`src/sv/nsd_pkg.sv`:
```
// Package with phase codes, result kinds and shared types of the PNM stream decoder.
package nsd_pkg;
    localparam logic [3:0] PH_MAGIC_P = 4'd0;
    localparam logic [3:0] PH_MAGIC_D = 4'd1;
    localparam logic [3:0] PH_W_SKIP  = 4'd2;
    localparam logic [3:0] PH_W_DIG   = 4'd3;
    localparam logic [3:0] PH_H_SKIP  = 4'd4;
    localparam logic [3:0] PH_H_DIG   = 4'd5;
    localparam logic [3:0] PH_M_SKIP  = 4'd6;
    localparam logic [3:0] PH_M_DIG   = 4'd7;
    localparam logic [3:0] PH_D_SKIP  = 4'd8;
    localparam logic [3:0] PH_D_DIG   = 4'd9;
    localparam logic [3:0] PH_BIN     = 4'd10;
    localparam logic [3:0] PH_DONE    = 4'd11;
    localparam logic [3:0] PH_ERROR   = 4'd12;

    localparam logic [1:0] KIND_HEADER = 2'd0;
    localparam logic [1:0] KIND_PIXEL  = 2'd1;
    localparam logic [1:0] KIND_ERROR  = 2'd2;

    localparam logic [1:0] ERR_MAGIC  = 2'd0;
    localparam logic [1:0] ERR_MAXVAL = 2'd1;
    localparam logic [1:0] ERR_DIM    = 2'd2;

    typedef struct packed {
        logic start;
        logic [15:0] value;
    } t_div_cmd;

    typedef struct packed {
        logic busy;
        logic done;
        logic [7:0] result;
    } t_div_stat;
endpackage

```
`src/sv/nsd_scaler.sv`:
```
// Iterative scaler computing min(255, v*255/maxval) one quotient bit per cycle.
module nsd_scaler
    import nsd_pkg::*;
(
    input  logic        i_clk,
    input  logic        i_rst_n,
    input  t_div_cmd    i_cmd,
    input  logic [15:0] i_maxval,
    output t_div_stat   o_stat
);
    logic [23:0] r_num, n_num;
    logic [16:0] r_rem, n_rem;
    logic [8:0]  r_quo, n_quo;
    logic [4:0]  r_cnt, n_cnt;
    logic        r_busy, n_busy;
    logic        r_done, n_done;
    logic [15:0] w_den;
    logic [16:0] w_trial;

    assign w_den   = (i_maxval == 16'd0) ? 16'd1 : i_maxval;
    assign w_trial = {r_rem[15:0], r_num[23]};

    always_comb begin
        n_num  = r_num;
        n_rem  = r_rem;
        n_quo  = r_quo;
        n_cnt  = r_cnt;
        n_busy = r_busy;
        n_done = 1'b0;
        if (i_cmd.start) begin
            n_num  = {i_cmd.value, 8'd0} - {8'd0, i_cmd.value};
            n_rem  = 17'd0;
            n_quo  = 9'd0;
            n_cnt  = 5'd24;
            n_busy = 1'b1;
        end else if (r_busy) begin
            n_num = {r_num[22:0], 1'b0};
            if (w_trial >= {1'b0, w_den}) begin
                n_rem = w_trial - {1'b0, w_den};
                n_quo = (r_quo[8] ? 9'h100 : {r_quo[7:0], 1'b1});
            end else begin
                n_rem = w_trial;
                n_quo = (r_quo[8] ? 9'h100 : {r_quo[7:0], 1'b0});
            end
            if (r_quo[7]) n_quo = 9'h100;
            n_cnt = r_cnt - 5'd1;
            if (r_cnt == 5'd1) begin
                n_busy = 1'b0;
                n_done = 1'b1;
            end
        end
    end

    always_ff @(posedge i_clk) begin
        if (!i_rst_n) begin
            r_busy <= 1'b0;
            r_done <= 1'b0;
            r_cnt  <= 5'd0;
        end else begin
            r_busy <= n_busy;
            r_done <= n_done;
            r_cnt  <= n_cnt;
        end
        r_num <= n_num;
        r_rem <= n_rem;
        r_quo <= n_quo;
    end

    assign o_stat.busy   = r_busy;
    assign o_stat.done   = r_done;
    assign o_stat.result = r_quo[8] ? 8'hFF : r_quo[7:0];
endmodule

```
`src/sv/nsd_control.sv`:
```
// Parser state machine: header fields, comments, sample assembly, row counting and end-of-image detection.
module nsd_control
    import nsd_pkg::*;
#(
    parameter int DIM_BITS = 16
) (
    input  logic        i_clk,
    input  logic        i_rst_n,
    input  logic        i_in_valid,
    output logic        o_in_ready,
    input  logic [7:0]  i_in_byte,
    output logic        o_out_valid,
    input  logic        i_out_ready,
    output logic [1:0]  o_kind,
    output logic [7:0]  o_pixel_byte,
    output logic [15:0] o_image_width,
    output logic [15:0] o_image_height,
    output logic [1:0]  o_depth_code,
    output logic        o_is_binary,
    output logic [1:0]  o_error_code,
    output logic        o_last,
    output t_div_cmd    o_div_cmd,
    output logic [15:0] o_maxval,
    input  t_div_stat   i_div_stat
);
    localparam logic [16:0] DIM_LIM = 17'((1 << DIM_BITS) - 1);

    logic [3:0]  r_phase, n_phase;
    logic [2:0]  r_fmt, n_fmt;
    logic [DIM_BITS-1:0] r_w, n_w, r_h, n_h;
    logic [15:0] r_max, n_max, r_acc, n_acc;
    logic        r_cmt, n_cmt, r_aft, n_aft;
    logic [17:0] r_col, n_col;
    logic [15:0] r_row, n_row;
    logic [2:0]  r_bit, n_bit;
    logic [7:0]  r_pack, n_pack;
    logic        r_wait, n_wait;
    logic        r_ov, n_ov;
    logic [1:0]  r_kind, n_kind;
    logic [7:0]  r_px, n_px;
    logic [1:0]  r_err, n_err;
    logic        r_last, n_last;
    logic        w_acc_in, w_dig, w_blank, w_pbm;
    logic [19:0] w_mul;
    logic [17:0] w_rowlen;
    logic [16:0] w_dimv;
    logic [DIM_BITS-1:0] w_clip;
    logic [17:0] w_col1;
    logic [15:0] w_row1;

    assign o_in_ready = !r_wait && !r_ov;
    assign w_acc_in   = i_in_valid && o_in_ready;
    assign w_dig      = i_in_byte >= 8'h30 && i_in_byte <= 8'h39;
    assign w_blank    = i_in_byte == 8'h20 || i_in_byte == 8'h09
                     || i_in_byte == 8'h0A || i_in_byte == 8'h0D;
    assign w_mul      = {1'b0, r_acc, 3'd0} + {3'd0, r_acc, 1'b0} + {16'd0, i_in_byte[3:0]};
    assign w_dimv     = {1'b0, r_acc};
    assign w_clip     = (w_dimv > DIM_LIM) ? DIM_LIM[DIM_BITS-1:0] : r_acc[DIM_BITS-1:0];
    assign w_pbm      = r_fmt == 3'd1 || r_fmt == 3'd4;
    assign w_col1     = r_col + 18'd1;
    assign w_row1     = r_row + 16'd1;

    always_comb begin
        if (r_fmt == 3'd3 || r_fmt == 3'd6)
            w_rowlen = 18'({r_w, 1'b0}) + 18'(r_w);
        else if (r_fmt == 3'd4)
            w_rowlen = 18'((18'(r_w) + 18'd7) >> 3);
        else
            w_rowlen = 18'(r_w);
    end

    always_comb begin
        n_phase = r_phase; n_fmt = r_fmt; n_w = r_w; n_h = r_h; n_max = r_max;
        n_acc = r_acc; n_cmt = r_cmt; n_aft = r_aft; n_col = r_col; n_row = r_row;
        n_bit = r_bit; n_pack = r_pack; n_wait = r_wait; n_ov = r_ov;
        n_kind = r_kind; n_px = r_px; n_err = r_err; n_last = r_last;
        o_div_cmd.start = 1'b0;
        o_div_cmd.value = r_acc;
        if (r_ov && i_out_ready) n_ov = 1'b0;
        if (w_acc_in) begin
            case (r_phase)
                PH_MAGIC_P: begin
                    if (i_in_byte != 8'h50) begin
                        n_ov = 1'b1; n_kind = KIND_ERROR; n_err = ERR_MAGIC;
                        n_last = 1'b0; n_phase = PH_ERROR;
                    end else n_phase = PH_MAGIC_D;
                end
                PH_MAGIC_D: begin
                    if (i_in_byte < 8'h31 || i_in_byte > 8'h36) begin
                        n_ov = 1'b1; n_kind = KIND_ERROR; n_err = ERR_MAGIC;
                        n_last = 1'b0; n_phase = PH_ERROR;
                    end else begin
                        n_fmt = i_in_byte[2:0];
                        n_phase = PH_W_SKIP; n_cmt = 1'b0; n_aft = 1'b0;
                    end
                end
                PH_W_SKIP, PH_H_SKIP, PH_M_SKIP, PH_D_SKIP: begin
                    if (r_cmt) begin
                        if (i_in_byte == 8'h0A || i_in_byte == 8'h0D) begin
                            n_cmt = 1'b0; n_aft = 1'b1;
                        end
                    end else if (!r_aft && w_blank) begin
                    end else if (!r_aft && i_in_byte == 8'h23) begin
                        n_cmt = 1'b1;
                    end else begin
                        n_aft = 1'b0;
                        n_acc = w_dig ? {12'd0, i_in_byte[3:0]} : 16'd0;
                        n_phase = r_phase + 4'd1;
                    end
                end
                PH_W_DIG, PH_H_DIG, PH_M_DIG, PH_D_DIG: begin
                    if (w_dig) begin
                        n_acc = (w_mul > 20'hFFFF) ? 16'hFFFF : w_mul[15:0];
                    end else if (r_phase == PH_W_DIG) begin
                        n_w = w_clip; n_phase = PH_H_SKIP;
                    end else if (r_phase == PH_H_DIG) begin
                        n_h = w_clip;
                        if (r_w == '0 || w_clip == '0) begin
                            n_ov = 1'b1; n_kind = KIND_ERROR; n_err = ERR_DIM;
                            n_last = 1'b0; n_phase = PH_ERROR;
                        end else if (w_pbm) begin
                            n_max = 16'd255;
                            n_ov = 1'b1; n_kind = KIND_HEADER; n_last = 1'b0;
                            n_phase = r_fmt[2] ? PH_BIN : PH_D_SKIP;
                            n_col = '0; n_row = '0; n_bit = '0; n_pack = '0;
                        end else n_phase = PH_M_SKIP;
                    end else if (r_phase == PH_M_DIG) begin
                        if (r_acc == 16'd0) begin
                            n_ov = 1'b1; n_kind = KIND_ERROR; n_err = ERR_MAXVAL;
                            n_last = 1'b0; n_phase = PH_ERROR;
                        end else begin
                            n_max = r_acc;
                            n_ov = 1'b1; n_kind = KIND_HEADER; n_last = 1'b0;
                            n_phase = r_fmt[2] ? PH_BIN : PH_D_SKIP;
                            n_col = '0; n_row = '0; n_bit = '0; n_pack = '0;
                        end
                    end else begin
                        n_phase = PH_D_SKIP;
                        o_div_cmd.start = 1'b1;
                        n_wait = 1'b1;
                    end
                end
                PH_BIN: begin
                    o_div_cmd.start = 1'b1;
                    o_div_cmd.value = {8'd0, i_in_byte};
                    n_wait = 1'b1;
                end
                default: begin
                end
            endcase
        end else if (r_wait && i_div_stat.done) begin
            n_wait = 1'b0;
            n_last = 1'b0;
            if (r_fmt == 3'd1) begin
                n_pack = r_pack | ((i_div_stat.result != 8'd0) ? (8'h80 >> r_bit) : 8'h00);
                n_col = w_col1;
                if (r_bit == 3'd7 || w_col1 >= 18'(r_w)) begin
                    n_ov = 1'b1; n_kind = KIND_PIXEL; n_px = n_pack;
                    n_pack = '0; n_bit = '0;
                    if (w_col1 >= w_rowlen) begin
                        n_col = '0; n_row = w_row1;
                        if (w_row1 >= 16'(r_h)) begin
                            n_last = 1'b1; n_phase = PH_DONE;
                        end
                    end
                end else n_bit = r_bit + 3'd1;
            end else begin
                n_ov = 1'b1; n_kind = KIND_PIXEL; n_px = i_div_stat.result;
                n_col = w_col1;
                if (w_col1 >= w_rowlen) begin
                    n_col = '0; n_row = w_row1;
                    if (w_row1 >= 16'(r_h)) begin
                        n_last = 1'b1; n_phase = PH_DONE;
                    end
                end
            end
        end
    end

    always_ff @(posedge i_clk) begin
        if (!i_rst_n) begin
            r_phase <= PH_MAGIC_P; r_fmt <= '0; r_w <= '0; r_h <= '0; r_max <= '0;
            r_acc <= '0; r_cmt <= 1'b0; r_aft <= 1'b0; r_col <= '0; r_row <= '0;
            r_bit <= '0; r_pack <= '0; r_wait <= 1'b0; r_ov <= 1'b0;
        end else begin
            r_phase <= n_phase; r_fmt <= n_fmt; r_w <= n_w; r_h <= n_h; r_max <= n_max;
            r_acc <= n_acc; r_cmt <= n_cmt; r_aft <= n_aft; r_col <= n_col;
            r_row <= n_row; r_bit <= n_bit; r_pack <= n_pack; r_wait <= n_wait;
            r_ov <= n_ov;
        end
        r_kind <= n_kind; r_px <= n_px; r_err <= n_err; r_last <= n_last;
    end

    assign o_maxval       = r_max;
    assign o_out_valid    = r_ov;
    assign o_kind         = r_kind;
    assign o_pixel_byte   = (r_kind == KIND_PIXEL) ? r_px : 8'd0;
    assign o_image_width  = (r_kind == KIND_HEADER) ? 16'(r_w) : 16'd0;
    assign o_image_height = (r_kind == KIND_HEADER) ? 16'(r_h) : 16'd0;
    assign o_depth_code   = (r_kind != KIND_HEADER) ? 2'd0 :
                            (r_fmt == 3'd1 || r_fmt == 3'd4) ? 2'd0 :
                            (r_fmt == 3'd2 || r_fmt == 3'd5) ? 2'd1 : 2'd2;
    assign o_is_binary    = (r_kind == KIND_HEADER) && r_fmt[2];
    assign o_error_code   = (r_kind == KIND_ERROR) ? r_err : 2'd0;
    assign o_last         = (r_kind == KIND_PIXEL) && r_last;
endmodule

```
`src/sv/netpbm_stream_decoder.sv`:
```
// Top level of the byte-serial PNM (P1 to P6) stream decoder.
//  channel | direction | beat payload
//  in      | sink      | i_in_byte
//  out     | source    | o_kind, o_pixel_byte, o_image_width, o_image_height,
//          |           | o_depth_code, o_is_binary, o_error_code, o_last
// Header bytes do not use the scaler; each sample waits until the bit-serial scaler,
// which produces one quotient bit of v*255/maxval per cycle, has finished.
// Reset is synchronous and active low and returns the parser to the magic check.
// A result waits in the output register; the next byte is held off until it is taken.
module netpbm_stream_decoder
    import nsd_pkg::*;
#(
    parameter int DIM_BITS = 16
) (
    input  logic        i_clk,
    input  logic        i_rst_n,
    input  logic        i_in_valid,
    output logic        o_in_ready,
    input  logic [7:0]  i_in_byte,
    output logic        o_out_valid,
    input  logic        i_out_ready,
    output logic [1:0]  o_kind,
    output logic [7:0]  o_pixel_byte,
    output logic [15:0] o_image_width,
    output logic [15:0] o_image_height,
    output logic [1:0]  o_depth_code,
    output logic        o_is_binary,
    output logic [1:0]  o_error_code,
    output logic        o_last
);
    t_div_cmd    w_cmd;
    t_div_stat   w_stat;
    logic [15:0] w_maxval;

    nsd_control #(.DIM_BITS(DIM_BITS)) u_ctrl (
        .i_clk, .i_rst_n, .i_in_valid, .o_in_ready, .i_in_byte,
        .o_out_valid, .i_out_ready, .o_kind, .o_pixel_byte, .o_image_width,
        .o_image_height, .o_depth_code, .o_is_binary, .o_error_code, .o_last,
        .o_div_cmd(w_cmd), .o_maxval(w_maxval), .i_div_stat(w_stat)
    );

    nsd_scaler u_scale (
        .i_clk, .i_rst_n, .i_cmd(w_cmd), .i_maxval(w_maxval), .o_stat(w_stat)
    );
endmodule

```
`config.mk`:
```
export PLATFORM = sky130hd
export DESIGN_NAME = netpbm_stream_decoder
export DESIGN_NICKNAME = d
export VERILOG_FILES = /design/src/sv/nsd_pkg.sv /design/src/sv/nsd_scaler.sv /design/src/sv/nsd_control.sv /design/src/sv/netpbm_stream_decoder.sv
export SDC_FILE = /design/constraint.sdc
export NUM_CORES = 1
export LEC_CHECK = 0
export BUFFER_PORTS_ARGS = -buffer_cell sky130_fd_sc_hd__buf_4
export CAP_MARGIN = 20
export CORE_AREA = 2 2 166 168
export DETAILED_ROUTE_END_ITERATION = 6
export DIE_AREA = 0 0 168 170
export HOLD_SLACK_MARGIN = 0.12
export PLACE_DENSITY = 0.72
export REMOVE_ABC_BUFFERS = 1
export SYNTH_ARGS = -nofsm -noshare
export SYNTH_HDL_FRONTEND = slang
export SYNTH_HIERARCHICAL = 1
export SYNTH_SLANG_ARGS = --single-unit
```
`constraint.sdc`:
```
create_clock -name i_clk -period 7.1 [get_ports i_clk]
set_input_delay 0 -clock i_clk [delete_from_list [all_inputs] [get_ports i_clk]]
set_output_delay 0 -clock i_clk [all_outputs]
set_load 0.03 [all_outputs]
```
==> metrics.cfg <==
[outcome]
outcome=finished, final reports clean

[drt]
drcViolationCount=0
wl_per_cell_um=18.2
antenna_left=0
drt_wl_total_mm=39.6
drtIter0Drc=1180
first_pass_iters=5
vias=13300
vias_per_cell=6.09

[floorplan]
num_rows=60
core_area_sq_um=26700
initial_core_util=0.547
dieArea_sq_um=28600
num_io_pins=62
die_y_um=170
fp.dieW_um=168

[critical_path]
cp_num_buf_inv=1
slowest_delay_ns=0.84
r2r_slack_ns=1.82
r2r_start=u_ctrl/r_w[2]$_SDFFE_PN0P_
rr_endpoint=u_ctrl/r_phase[2]$_SDFFE_PN0P_
critical-path-top-delay-family=compound AO/OA/AOI/OAI gates
worstSetupStartpoint=u_ctrl/r_w[2]$_SDFFE_PN0P_
worstSetupPathType=reg -> reg
end_kind=flop
r2r_cells=15
cp.required_ns=7.40
start_kind=flop
arrival_ns=5.58
cpMostUsedCell=ha_1
slowest_stage=a2111oi_0
cp_max_fo=21
cp_cell_sequence=inv_1 > ha_1 > a21o_1 > a211oi_1 > o21ai_1 > a31oi_1 > a2111oi_0 > nor3_1 > o31a_1 > ha_1 > nand4_1 > o41ai_2 > o31ai_4 > o32a_2 > mux2i_1

[hold_path]
holdCritStartpoint=i_in_byte[4]
whs_endpoint=u_ctrl/r_acc[3]$_SDFFE_PN0P_
hold_depth=5
hold_path_class=in -> reg

[clock_network]
numCtsBuffers=17
cts_hold_buf=6
cts_resized=0
cts_tree=built
clk_path_buf_depth=2
cts-root-buf=clkbuf_16
post_cts_buffers=0
htree_levels=4
cts.clk_slew.worst_paths_ns=0.07
clock_latency_ns=0.45
cts_sinks=189

[place]
place_inst=2138
gp_congestion=0.953
place_area_sq_um=15200
port_buffers=61
post-dp-hpwl_mm=28.4

[grt]
antenna_found_initial=0
grt_pass1_vias=12200
grt_usage=0.274
grt_overflow=0
grt_pass1_wl_mm=63.3
grt_max_degree=69

[sta]
layout_min_cycle_time_ns=5.28
maxSlewHeadroom=0.287
hold_viol=0
drv_slew=0
worstMarginPinSlew_ns=1.07
finalSetupViolations=0
fmax_mhz=190
whs_ns=0.193
clock_skew_ns=0.0278
tns_ns=0
finalCritPeriodShare=0.743
rsz0062_at_grt=false

[final_layout]
drive_gt1_frac=0.0958
finish.utilization=0.595
final_cells=2179
finalInstanceArea_sq_um=15900
area_growth_pct=8.77
num-nets-final=1990
antenna_cells=0

[power]
power_density_nw_per_um2=245
ir_drop_mv=0.154
p_leak_nw=6.16

[logic_synthesis]
synth_cells=1811
synth_area_sq_um=14600
yosysWarnings=6
syn_avg_cell_area_sq_um=8.05

[run]
max_cap_viol_count=0

[how the worst max path moves through the flow]
stage | depth (start not counted) | end | slack (ns)
6_report | 15 | u_ctrl/r_phase[2]$_SDFFE_PN0P_ | 1.82
4_1_cts | 15 | u_ctrl/r_row[5]$_SDFFE_PN0P_ | 1.58
5_1_grt | 15 | u_ctrl/r_row[15]$_SDFFE_PN0P_ | 1.46
2_1_floorplan | 6 | u_scale/r_num[0]$_SDFFCE_PN0P_ | 0.59
3_3_place_gp | 15 | u_ctrl/r_row[5]$_SDFFE_PN0P_ | 1.77
3_5_place_dp | 15 | u_ctrl/r_row[5]$_SDFFE_PN0P_ | 1.65
[worst min-delay path, stage by stage]
cell and delay, ns:
buf_4 0.13, nand4bb_1 0.14, o31a_1 0.16, o21a_1 0.11
a41oi_1 0.04
[placed cells by master, fill, tap and decap left out, types with 69 or more instances in the layout]
cell type / n
buf_4: 73
nand2_1: 167
a21oi_1: 165
xnor2_1: 70
dfxtp_1: 152
inv_1: 115
ha_1: 149
o21ai_0: 87
nor3_1: 69
nor2_1: 170
[power by group]
part           internal, W  switching [W]  total (W)
Sequential         0.00124       0.000111    0.00136
Combinational     0.000609       0.000960    0.00157
Clock             0.000498       0.000462   0.000960
Total              0.00235        0.00153    0.00388
[metal layers]
| layer | wire length [um] | global-route usage | vias to the layer above |
|---|---|---|---|
| li1 | - | - | 6534 |
| met1 | 18000 | 0.373 | 6236 |
| met2 | 18100 | 0.453 | 436 |
| met3 | 2420 | 0.0370 | 63 |
| met4 | 974 | 0.0828 | 0 |
| met5 | 0 | 0 | - |
[cell type report]
| cell class | instances | area, sq um |
|---|---|---|
| Tap cell | 341 | 427 |
| Sequential cell | 189 | 4150 |
| Inverter | 116 | 435 |
| Multi-Input combinational cell | 1420 | 9620 |
| Clock inverter | 14 | 155 |
| Timing Repair Buffer | 81 | 634 |
| Fill cell | 2365 | 10800 |
| Clock buffer | 18 | 429 |
[metrics by stage]
stage               total power [W]  worst slack, ns
finish                      0.00388             1.82
CTS                         0.00386             1.58
global route                0.00412             1.46
floorplan                   0.00250            0.589
detailed placement          0.00289             1.65
global placement            0.00286             1.77
[sequential cells by signal, summed over array words and instances (netlist names), 16 cells and up]
name             flops
u_scale/r_num       24
u_ctrl/r_col        18
u_ctrl/o_maxval     16
u_ctrl/r_acc        16
u_ctrl/r_h          16
u_ctrl/r_row        16
u_ctrl/r_w          16
u_scale/r_rem       16
(Power assumes the default switching activity.)
